### config.mk
export PLATFORM = sky130hd
export DESIGN_NAME = mqsm_rpt_q
export DESIGN_NICKNAME = d
export VERILOG_FILES = /design/src/design/mqsm_pkg.sv /design/src/design/mqsm_rpt_q.sv
export SDC_FILE = /design/constraint.sdc
export NUM_CORES = 1
export LEC_CHECK = 0
export BUFFER_PORTS_ARGS = -buffer_cell sky130_fd_sc_hd__buf_2
export CAP_MARGIN = 20
export CORE_MARGIN = 4
export CORE_UTILIZATION = 30
export DETAILED_ROUTE_END_ITERATION = 12
export MAX_ROUTING_LAYER = met4
export PLACE_DENSITY = 0.54
export REMOVE_ABC_BUFFERS = 1
export SKIP_LAST_GASP = 1
export SLEW_MARGIN = 0
export SYNTH_ARGS = -nofsm -noshare
export SYNTH_HDL_FRONTEND = slang
export SYNTH_SLANG_ARGS = --single-unit
### constraint.sdc
create_clock -name i_clk -period 2.5 [get_ports i_clk]
set_input_delay 0.375 -clock i_clk [delete_from_list [all_inputs] [get_ports i_clk]]
set_output_delay 0.375 -clock i_clk [all_outputs]
set_load 0.03 [all_outputs]
### src/design/mqsm_pkg.sv
`timescale 1ns / 1ps

package mqsm_pkg;

    // command codes
    localparam logic [2:0] FN_PUSH    = 3'd0;
    localparam logic [2:0] FN_MOVE    = 3'd1;
    localparam logic [2:0] FN_DEFER   = 3'd2;
    localparam logic [2:0] FN_RESTORE = 3'd3;
    localparam logic [2:0] FN_DISCARD = 3'd4;
    localparam logic [2:0] FN_SHIP    = 3'd5;

    // report kinds
    localparam logic [1:0] KIND_SHIP    = 2'd0;
    localparam logic [1:0] KIND_DISCARD = 2'd1;
    localparam logic [1:0] KIND_REJECT  = 2'd2;

    // error codes
    localparam logic [1:0] ERR_NONE  = 2'd0;
    localparam logic [1:0] ERR_EMPTY = 2'd1;
    localparam logic [1:0] ERR_FULL  = 2'd2;
    localparam logic [1:0] ERR_RANGE = 2'd3;

    // classified command from front to back
    typedef struct packed {
        logic [2:0]  op;
        logic [2:0]  line;
        logic [31:0] id;
        logic        range_err;
    } t_cmd;

    // one report item
    typedef struct packed {
        logic [1:0]  kind;
        logic [31:0] id;
        logic [1:0]  err;
    } t_rpt;

endpackage

### src/design/mqsm_rpt_q.sv
`timescale 1ns / 1ps

module mqsm_rpt_q (
    input  logic           i_clk,
    input  logic           i_rst_n,
    input  logic           i_wr,
    input  mqsm_pkg::t_rpt i_rpt,
    output logic           o_full,
    output logic           o_empty,
    input  logic           i_pop,
    output mqsm_pkg::t_rpt o_rpt
);

    logic [1:0]     r_cnt;
    logic           r_wp;
    logic           r_rp;
    mqsm_pkg::t_rpt r_slot [2];
    logic           take;

    assign o_full  = (r_cnt == 2'd2);
    assign o_empty = (r_cnt == 2'd0);
    assign take    = i_pop && !o_empty;

    // advance pointers and count
    always_ff @(posedge i_clk) begin
        if (!i_rst_n) begin
            r_cnt <= 2'd0;
            r_wp  <= 1'b0;
            r_rp  <= 1'b0;
        end else begin
            if (i_wr) begin
                r_wp <= !r_wp;
            end
            if (take) begin
                r_rp <= !r_rp;
            end
            r_cnt <= r_cnt + {1'b0, i_wr} - {1'b0, take};
        end
    end

    always_ff @(posedge i_clk) begin
        if (i_wr) begin
            r_slot[r_wp] <= i_rpt;
        end
    end

    assign o_rpt = r_slot[r_rp];

endmodule

==> impl_results.md <==
* Status: completed
* Cell Rows at 36
* Area grow syn2layout at 25.84%
* Clk network pwr share at 29.1%
* Final setup vio count at 0
* Slew margin rel. at 61.71%
* Pins Over Slew Limit at 0
* Mapped Area at 2993 sq um
* Wire per inst at roughly 14 um
* Least-Margin Pin Slew at 573.1 ps
* Most frequent cells in the layout: 77 x buf_2, 72 x edfxtp_1, 30 x mux2_4
* Grt total ovfl at 0
* Die Height at ~110 um
* Post-CTS Hold Buffers at 0
* I/O Pins at 78
* Layout cells sized above 1 at 59.03%
* Combinational share of power at a little over a quarter
* Hold Path Class: input port to flop
* Worst-path clk slew at roughly 80 ps
* Internal at 2493 uW
* Place WS at roughly 890 ps
* R2R setup slack at about 1100 ps
* Avg Inst Size Synth at about 22 sq um
* Sequential-to-total area share from yosys stat at 75.59%
* Clock Latency Late Sink at 340 ps
* First-pass GRT wire length at about 7400 um
* Detailed-router iteration count before antenna repair at 4
* CP Capture Type: output pin
* Total track usage at 9.078%
* Design area at about 3800 sq um
* Tmin final at around 1900 ps
* Seq pwr share at a little over two fifths
* CTS H-tree depth at 3
* Switching pwr at 1042 uW
* Static Leakage at roughly 0.0015 uW
* Max clock buf depth at 2
* Largest fanout on the critical path at 36
* CP arrival at 1510 ps
* Area after DPL at 3543 sq um
* Post-synth top area share at 72.24%
* #FFs+latches synth at slightly below 80
* Post-Synthesis Cells at 135
* Pwr dens at around 940 nW/um^2
* Final ANT Viol Nets at 0
* Count of cell types in the netlist at 16
* Remaining DRCs at 0
* Initial DRC count at 64
* Num CTS Buffers at 9
* Warning count from the yosys run at 0
* Clk_skew at just under 9 ps
* PortBufs at slightly below 80
* Total Neg Setup Slack at 0 ps
* Final net count at approximately 260
* RD Place Congestion at around 0.64
* ANT cells at 0
* Post-CTS setup buffers at 0
* Largest net degree at the start of global routing at 37
* Die width at approximately 110 um
* Commonest non-fill, non-tap cell in the layout: buf_2
* Post-route setup slack at 617.7 ps
* Design Power at between 3000 and 4000 uW
* Critical path required time at between 2000 and 2500 ps
* Kind of critical path: flop to output pin
* Vias in the first global route at 1,449
* Worst VDD drop at 0.3225 mV
* Root buf cell: clkbuf_8
* Vias per cell at between 4 and 5
* DRT Wirelength at between 4000 and 5000 um
* Top post-synthesis cells by area: edfxtp_1 72%, mux2_4 15%, dfxtp_1 3.3%
* Core Area at roughly 9700 sq um
* Worst setup SP type: flop
* Sw frac at 29.48%
* Die ar. at between 10,000 and 15,000 sq um
* Utilization of the core after routing at approximately two fifths
* Post-CTS Resized at 0
* Initial antenna violation count at 0
* Sink Count at 77
* Final Cycle Share at between 70% and 80%
* Max cap viols at 0
* Via count at about 1,500
* Initial Util at slightly above 30%
* TritonCTS clock tree: built
* Final hold vios at 0
* Post-synth top area cell: edfxtp_1
* Fmax at 0.5313 GHz
* Unrepaired setup endpoints after global routing: false
power by group through the flow:
stage	sequential [uW]	clock, uW	combinational, uW
3_3_place_gp	1570	0	982
5_1_grt	1550	1140	1030
4_1_cts	1540	1080	988
3_5_place_dp	1570	0	984
2_1_floorplan	1630	0	674
6_report	1540	1030	966
Yosys cell counts:
master,number
nor2b_1,4
nand2b_1,1
nand2_1,1
xnor3_1,1
edfxtp_1,72
buf_12,3
and2_1,2
mux2i_1,2
inv_1,2
mux2_2,6
nor2_1,1
ha_1,2
dfxtp_1,5
o21a_1,2
mux2_4,30
buf_6,1
cell families (layout without fill, tap and decap cells):
logic type      Yosys count  in the layout  share of synthesized area (%)
flops                    77             77                          75.59
mux                      38             38                          17.98
simple gates              9              9                          1.714
buf+inv                   6             98                          2.634
fa+ha+maj                 2              2                         0.8360
compound gates            2              2                         0.5015
xor+xnor                  1              1                         0.7525
worst paths after layout:
check,startpoint,endpoint,cells after the start
worst max-delay path,flop,o_rpt[1],3
worst min-delay path,i_rpt[12],r_slot[1][12]$_DFFE_PP_,1
worst max register to register,r_cnt[1]$_SDFF_PN0_,r_cnt[1]$_SDFF_PN0_,6
worst min register to register,r_rp$_SDFFE_PN0P_,flop,2
worst max-delay path: stages, from the launching register on:
cell and delay (ps):
dfxtp_2 340, buf_12 270, mux2_2 370, buf_2 180
layout make-up:
type / instances / area, sq um
clock buffer: 10 / 127.6
clock inverter: 6 / 95.09
fill: 925 / 5963
inverter: 2 / 7.507
multi-input combinational: 52 / 660.6
sequential: 77 / 2263
tap: 133 / 166.4
timing repair buffer: 80 / 445.4
through the flow:
step	std cells	hold WS (ps)
2_1_floorplan	131	451.6
3_3_place_gp	344	461.7
3_5_place_dp	344	469.9
4_1_cts	360	193.2
5_1_grt	360	180.5
6_report	360	217.2
metal layers:
| metal | up-vias | global-route usage (%) | share of wire, % |
|---|---|---|---|
| li1 | 698 | - | - |
| met1 | 700 | 10.48 | 43 |
| met2 | 50 | 13.85 | 49 |
| met3 | 7 | 2.879 | 6.4 |
| met4 | 0 | 5.410 | 1.8 |
| met5 | - | - | 0 |
flip-flops by register name, indices dropped and copies added, names as in the netlist, named ones only:
signal,count
r_cnt,2
r_rp,1
r_slot,72
r_wp,1
(Power assumes the default switching activity.)
