### src/design/mqsm_pkg.sv
`timescale 1ns / 1ps

package mqsm_pkg;

    // command codes
    localparam logic [2:0] FN_PUSH    = 3'd0;
    localparam logic [2:0] FN_MOVE    = 3'd1;
    localparam logic [2:0] FN_DEFER   = 3'd2;
    localparam logic [2:0] FN_RESTORE = 3'd3;
    localparam logic [2:0] FN_DISCARD = 3'd4;
    localparam logic [2:0] FN_SHIP    = 3'd5;

    // report kinds
    localparam logic [1:0] KIND_SHIP    = 2'd0;
    localparam logic [1:0] KIND_DISCARD = 2'd1;
    localparam logic [1:0] KIND_REJECT  = 2'd2;

    // error codes
    localparam logic [1:0] ERR_NONE  = 2'd0;
    localparam logic [1:0] ERR_EMPTY = 2'd1;
    localparam logic [1:0] ERR_FULL  = 2'd2;
    localparam logic [1:0] ERR_RANGE = 2'd3;

    // classified command from front to back
    typedef struct packed {
        logic [2:0]  op;
        logic [2:0]  line;
        logic [31:0] id;
        logic        range_err;
    } t_cmd;

    // one report item
    typedef struct packed {
        logic [1:0]  kind;
        logic [31:0] id;
        logic [1:0]  err;
    } t_rpt;

endpackage

### src/design/mqsm_front.sv
`timescale 1ns / 1ps

module mqsm_front #(
    parameter int MAX_LINES = 8
) (
    input  logic               i_clk,
    input  logic               i_rst_n,
    input  logic               i_push,
    output logic               o_full,
    input  logic [2:0]         i_func,
    input  logic [2:0]         i_line,
    input  logic [31:0]        i_item_id,
    input  logic [3:0]         i_active_lines,
    output logic               o_cmd_valid,
    output mqsm_pkg::t_cmd     o_cmd,
    input  logic               i_cmd_pop
);

    logic [1:0]     r_cnt;
    logic           r_wp;
    logic           r_rp;
    mqsm_pkg::t_cmd r_slot [2];
    logic [7:0]     limit;
    logic [2:0]     line_eff;
    logic           accept;
    logic           keep;
    mqsm_pkg::t_cmd cmd_in;

    // classify: push always targets line 0, check the line limit
    always_comb begin
        limit = ({4'b0, i_active_lines} < 8'(MAX_LINES)) ? {4'b0, i_active_lines}
                                                          : 8'(MAX_LINES);
        line_eff = (i_func == mqsm_pkg::FN_PUSH) ? 3'd0 : i_line;
        cmd_in.op        = i_func;
        cmd_in.line      = line_eff;
        cmd_in.id        = i_item_id;
        cmd_in.range_err = ({5'b0, line_eff} >= limit);
    end

    assign o_full  = (r_cnt == 2'd2);
    assign accept  = i_push && !o_full;
    // unknown commands are taken and dropped
    assign keep    = accept && (i_func <= mqsm_pkg::FN_SHIP);

    // two-slot command queue
    always_ff @(posedge i_clk) begin
        if (!i_rst_n) begin
            r_cnt <= 2'd0;
            r_wp  <= 1'b0;
            r_rp  <= 1'b0;
        end else begin
            if (keep) begin
                r_wp <= !r_wp;
            end
            if (i_cmd_pop) begin
                r_rp <= !r_rp;
            end
            r_cnt <= r_cnt + {1'b0, keep} - {1'b0, i_cmd_pop};
        end
    end

    always_ff @(posedge i_clk) begin
        if (keep) begin
            r_slot[r_wp] <= cmd_in;
        end
    end

    assign o_cmd_valid = (r_cnt != 2'd0);
    assign o_cmd       = r_slot[r_rp];

endmodule

### config.mk
export PLATFORM = sky130hd
export DESIGN_NAME = mqsm_front
export DESIGN_NICKNAME = d
export VERILOG_FILES = /design/src/design/mqsm_pkg.sv /design/src/design/mqsm_front.sv
export SDC_FILE = /design/constraint.sdc
export NUM_CORES = 1
export LEC_CHECK = 0
export ABC_AREA = 1
export BUFFER_PORTS_ARGS = -buffer_cell sky130_fd_sc_hd__buf_4
export CORE_MARGIN = 1
export CORE_UTILIZATION = 50
export DETAILED_ROUTE_END_ITERATION = 7
export GPL_ROUTABILITY_DRIVEN = 1
export PLACE_DENSITY = 0.77
export SYNTH_ARGS = -nofsm -noshare
export SYNTH_HDL_FRONTEND = slang
export SYNTH_SLANG_ARGS = --single-unit
### constraint.sdc
create_clock -name i_clk -period 6.6 [get_ports i_clk]
set_clock_uncertainty 0.1 [all_clocks]
set_input_delay 0.66 -clock i_clk [delete_from_list [all_inputs] [get_ports i_clk]]
set_output_delay 0.66 -clock i_clk [all_outputs]
set_load 0.1 [all_outputs]
==> results.json <==
{
  "first_global_vias": 1739,
  "clkSinkCount": 83,
  "status": "finished clean",
  "port-buffer-count": 86,
  "coreArea_um2": 6060,
  "die_height_um": 82.3,
  "cts_resized": 0,
  "num_vias": 1734,
  "max_stage_delay_ps": 1000,
  "cp_num_buf_inv": 1,
  "grt_busiest_layer": "met2",
  "hold_class": "in -> reg",
  "multi_input_area_um2": 693,
  "place_congestion": 0.695,
  "ys_async_sr_fraction_pct": 0,
  "grt_use_met1_pct": 18.9,
  "synth_commonest_cells": "edfxtp_1 (78), mux2_2 (29), inv_1 (15)",
  "routed_wirelength_um": 5270,
  "synth-edff-count": 78,
  "drtIter0Drc": 99,
  "avgRoutedWirePerCell_um": 14.9,
  "power_density_nw_per_um2": 333,
  "synth.top_cell.area_share_pct": 72.6,
  "nNetsFinal": 326,
  "grt_overflow_total": 0,
  "worstPathCellList": "mux2_2 > buf_4",
  "setup_tns_ps": 0,
  "tightestPinTransition_ps": 1120,
  "cts_max_level": 3,
  "syn_area_per_cell_um2": 17.8,
  "cp_top_family": "flip-flops",
  "critPathArrivalTime_ps": 2010,
  "utilization_pct": 68.3,
  "end_kind": "output pin",
  "crit_slowest_cell": "dfxtp_2",
  "numPlacedInstances": 339,
  "finalWorstSetupSlack_ps": 3830,
  "drv_cap": 0,
  "synth_top_cell_by_area": "edfxtp_1",
  "fmax_mhz": 361,
  "synth_area_um2": 3230,
  "finalSetupViolCount": 0,
  "worstSkewPairLatency_ps": 330,
  "cts_root_buf": "clkbuf_8",
  "antenna_left": 0,
  "die_area_um2": 6780,
  "dp_slack_ps": 4010,
  "rows": 28,
  "finalHoldViolCount": 0,
  "fillers": 435,
  "relSlewSlack_pct": 25.4,
  "syn_nets": 232,
  "ios": 87,
  "grt_start_max_net_pins": 40,
  "initial_core_util_pct": 53.2,
  "synth-main-ff-cell": "edfxtp_1",
  "ctsHoldBuffers": 0,
  "yosysUniqueCellTypes": 16,
  "die_w_um": 82.3,
  "start_kind": "flip-flop",
  "period_share_pct": 42.0,
  "num_antenna_cells": 0,
  "antenna_found_initial": 0,
  "synth.area.top_cells": "edfxtp_1 (73%), mux2_2 (10%), mux2_4 (4.7%), dfxtp_1 (3.1%), ha_1 (1.9%)",
  "synthCells": 181,
  "drcViolationCount": 0,
  "slew_viol_final": 0,
  "grt_pass1_wl_um": 7890,
  "cts.clk_slew.worst_paths_ps": 80,
  "critPathKind": "reg -> out",
  "yosysMostFrequentCell": "edfxtp_1",
  "path_max_fanout": 39,
  "drive_gt1_share_pct": 49.8,
  "ys_seq_elements": 83,
  "layout.area.seq_um2": 2440,
  "grt_use_met2_pct": 28.0,
  "cp.required_ps": 5840,
  "grt_usage_pct": 16.4,
  "finalCriticalPeriod_ps": 2770,
  "dr.pass1.iters": 4,
  "rsz0062_at_grt": "false",
  "cts_buffers": 9,
  "p_leak_uw": 0.00165,
  "via_per_inst": 4.90,
  "area_growth_syn_to_layout_pct": 28.3,
  "instances_no_fill": 354,
  "cts.path.max_buffers": 2,
  "ys_warn_count": 0,
  "postCtsSetupBuffers": 0,
  "ir_drop_uv": 191,
  "hpwlAfterDp_um": 3590,
  "cts_tree": "yes",
  "grt_use_met3_pct": 3.85,
  "ys_seq_area_share_pct": 75.7
}
[power by group]
part | internal [uW] | total [uW] | switching (uW) | leakage, uW
clock network | 211 | 369 | 158 | 0.0000981
registers | 622 | 639 | 17.1 | 0.000762
logic | 92.6 | 370 | 278 | 0.000788
total | 925 | 1380 | 453 | 0.00165
[per-layer routing]
| layer | wire length [um] | vias up | share of wire (%) |
|---|---|---|---|
| met2 | 2770 | 46 | 53 |
| met1 | 2150 | 826 | 41 |
| met4 | 102 | 0 | 1.9 |
| li1 | - | 853 | - |
| met3 | 248 | 9 | 4.7 |
| met5 | 0 | - | 0 |
[final timing paths]
check / slack (ps) / to / cells past startpoint / start
hold / removal: 410 / r_slot[0][8]$_DFFE_PP_ / 1 / i_item_id[7]
setup reg to reg: 4510 / r_slot[0][36]$_DFFE_PP_ / 5 / r_cnt[1]$_SDFF_PN0_
setup / recovery: 3830 / o_cmd[25] / 2 / flip-flop
hold reg to reg: 410 / flip-flop / 2 / r_rp$_SDFFE_PN0P_
[layout by cell type (no fill, tap or decap), drive strengths merged]
| cell type | instances |
|---|---|
| edfxtp | 78 |
| buf | 87 |
| a21oi | 1 |
| nor2 | 13 |
| dfxtp | 5 |
| clkinv | 2 |
| inv | 14 |
| o21bai | 1 |
| nand3 | 3 |
| nor3 | 1 |
| nand4 | 2 |
| clkbuf | 12 |
| mux2 | 39 |
| nand2 | 14 |
| bufinv | 2 |
| ha | 5 |
[registers in the layout (all words and copies together) (netlist names), named ones only]
signal and cells:
r_cnt 2, r_rp 1, r_slot 78, r_wp 1
[final cells by class]
cell class                 instances  area share (%)
clock inverter                     3            1.54
inverter                          15            1.36
timing repair buffer              87            15.8
multi-input combinational         79            16.7
tap                               75            2.27
sequential                        83            59.0
clock buffer                      12            3.26
[worst register-to-register path: cells and delay by family (launching register included)]
family                 cells  cell delay (ps)
buffers and inverters      2              200
DFF                        1              310
and+or+nand+nor            3             1100
[metrics by stage]
step	power, uW	cell area (um2)	hold WS, ps
global placement	1020	3940	374
CTS	1390	4140	393
floorplan	942	3230	363
global route	1430	4140	390
finish	1380	4140	411
detailed placement	1020	3940	391
[cell families (layout without fill, tap and decap cells)]
kind of cell	after synthesis	after routing	share of synthesized area, %
AO/OA/AOI/OAI	2	2	0.388
adder cells (fa/ha/maj)	5	5	1.94
buffers and inverters	19	117	3.03
flip-flops	83	83	75.7
multiplexers	39	39	14.8
AND/OR/NAND/NOR	33	33	4.15
(Power assumes the default switching activity.)
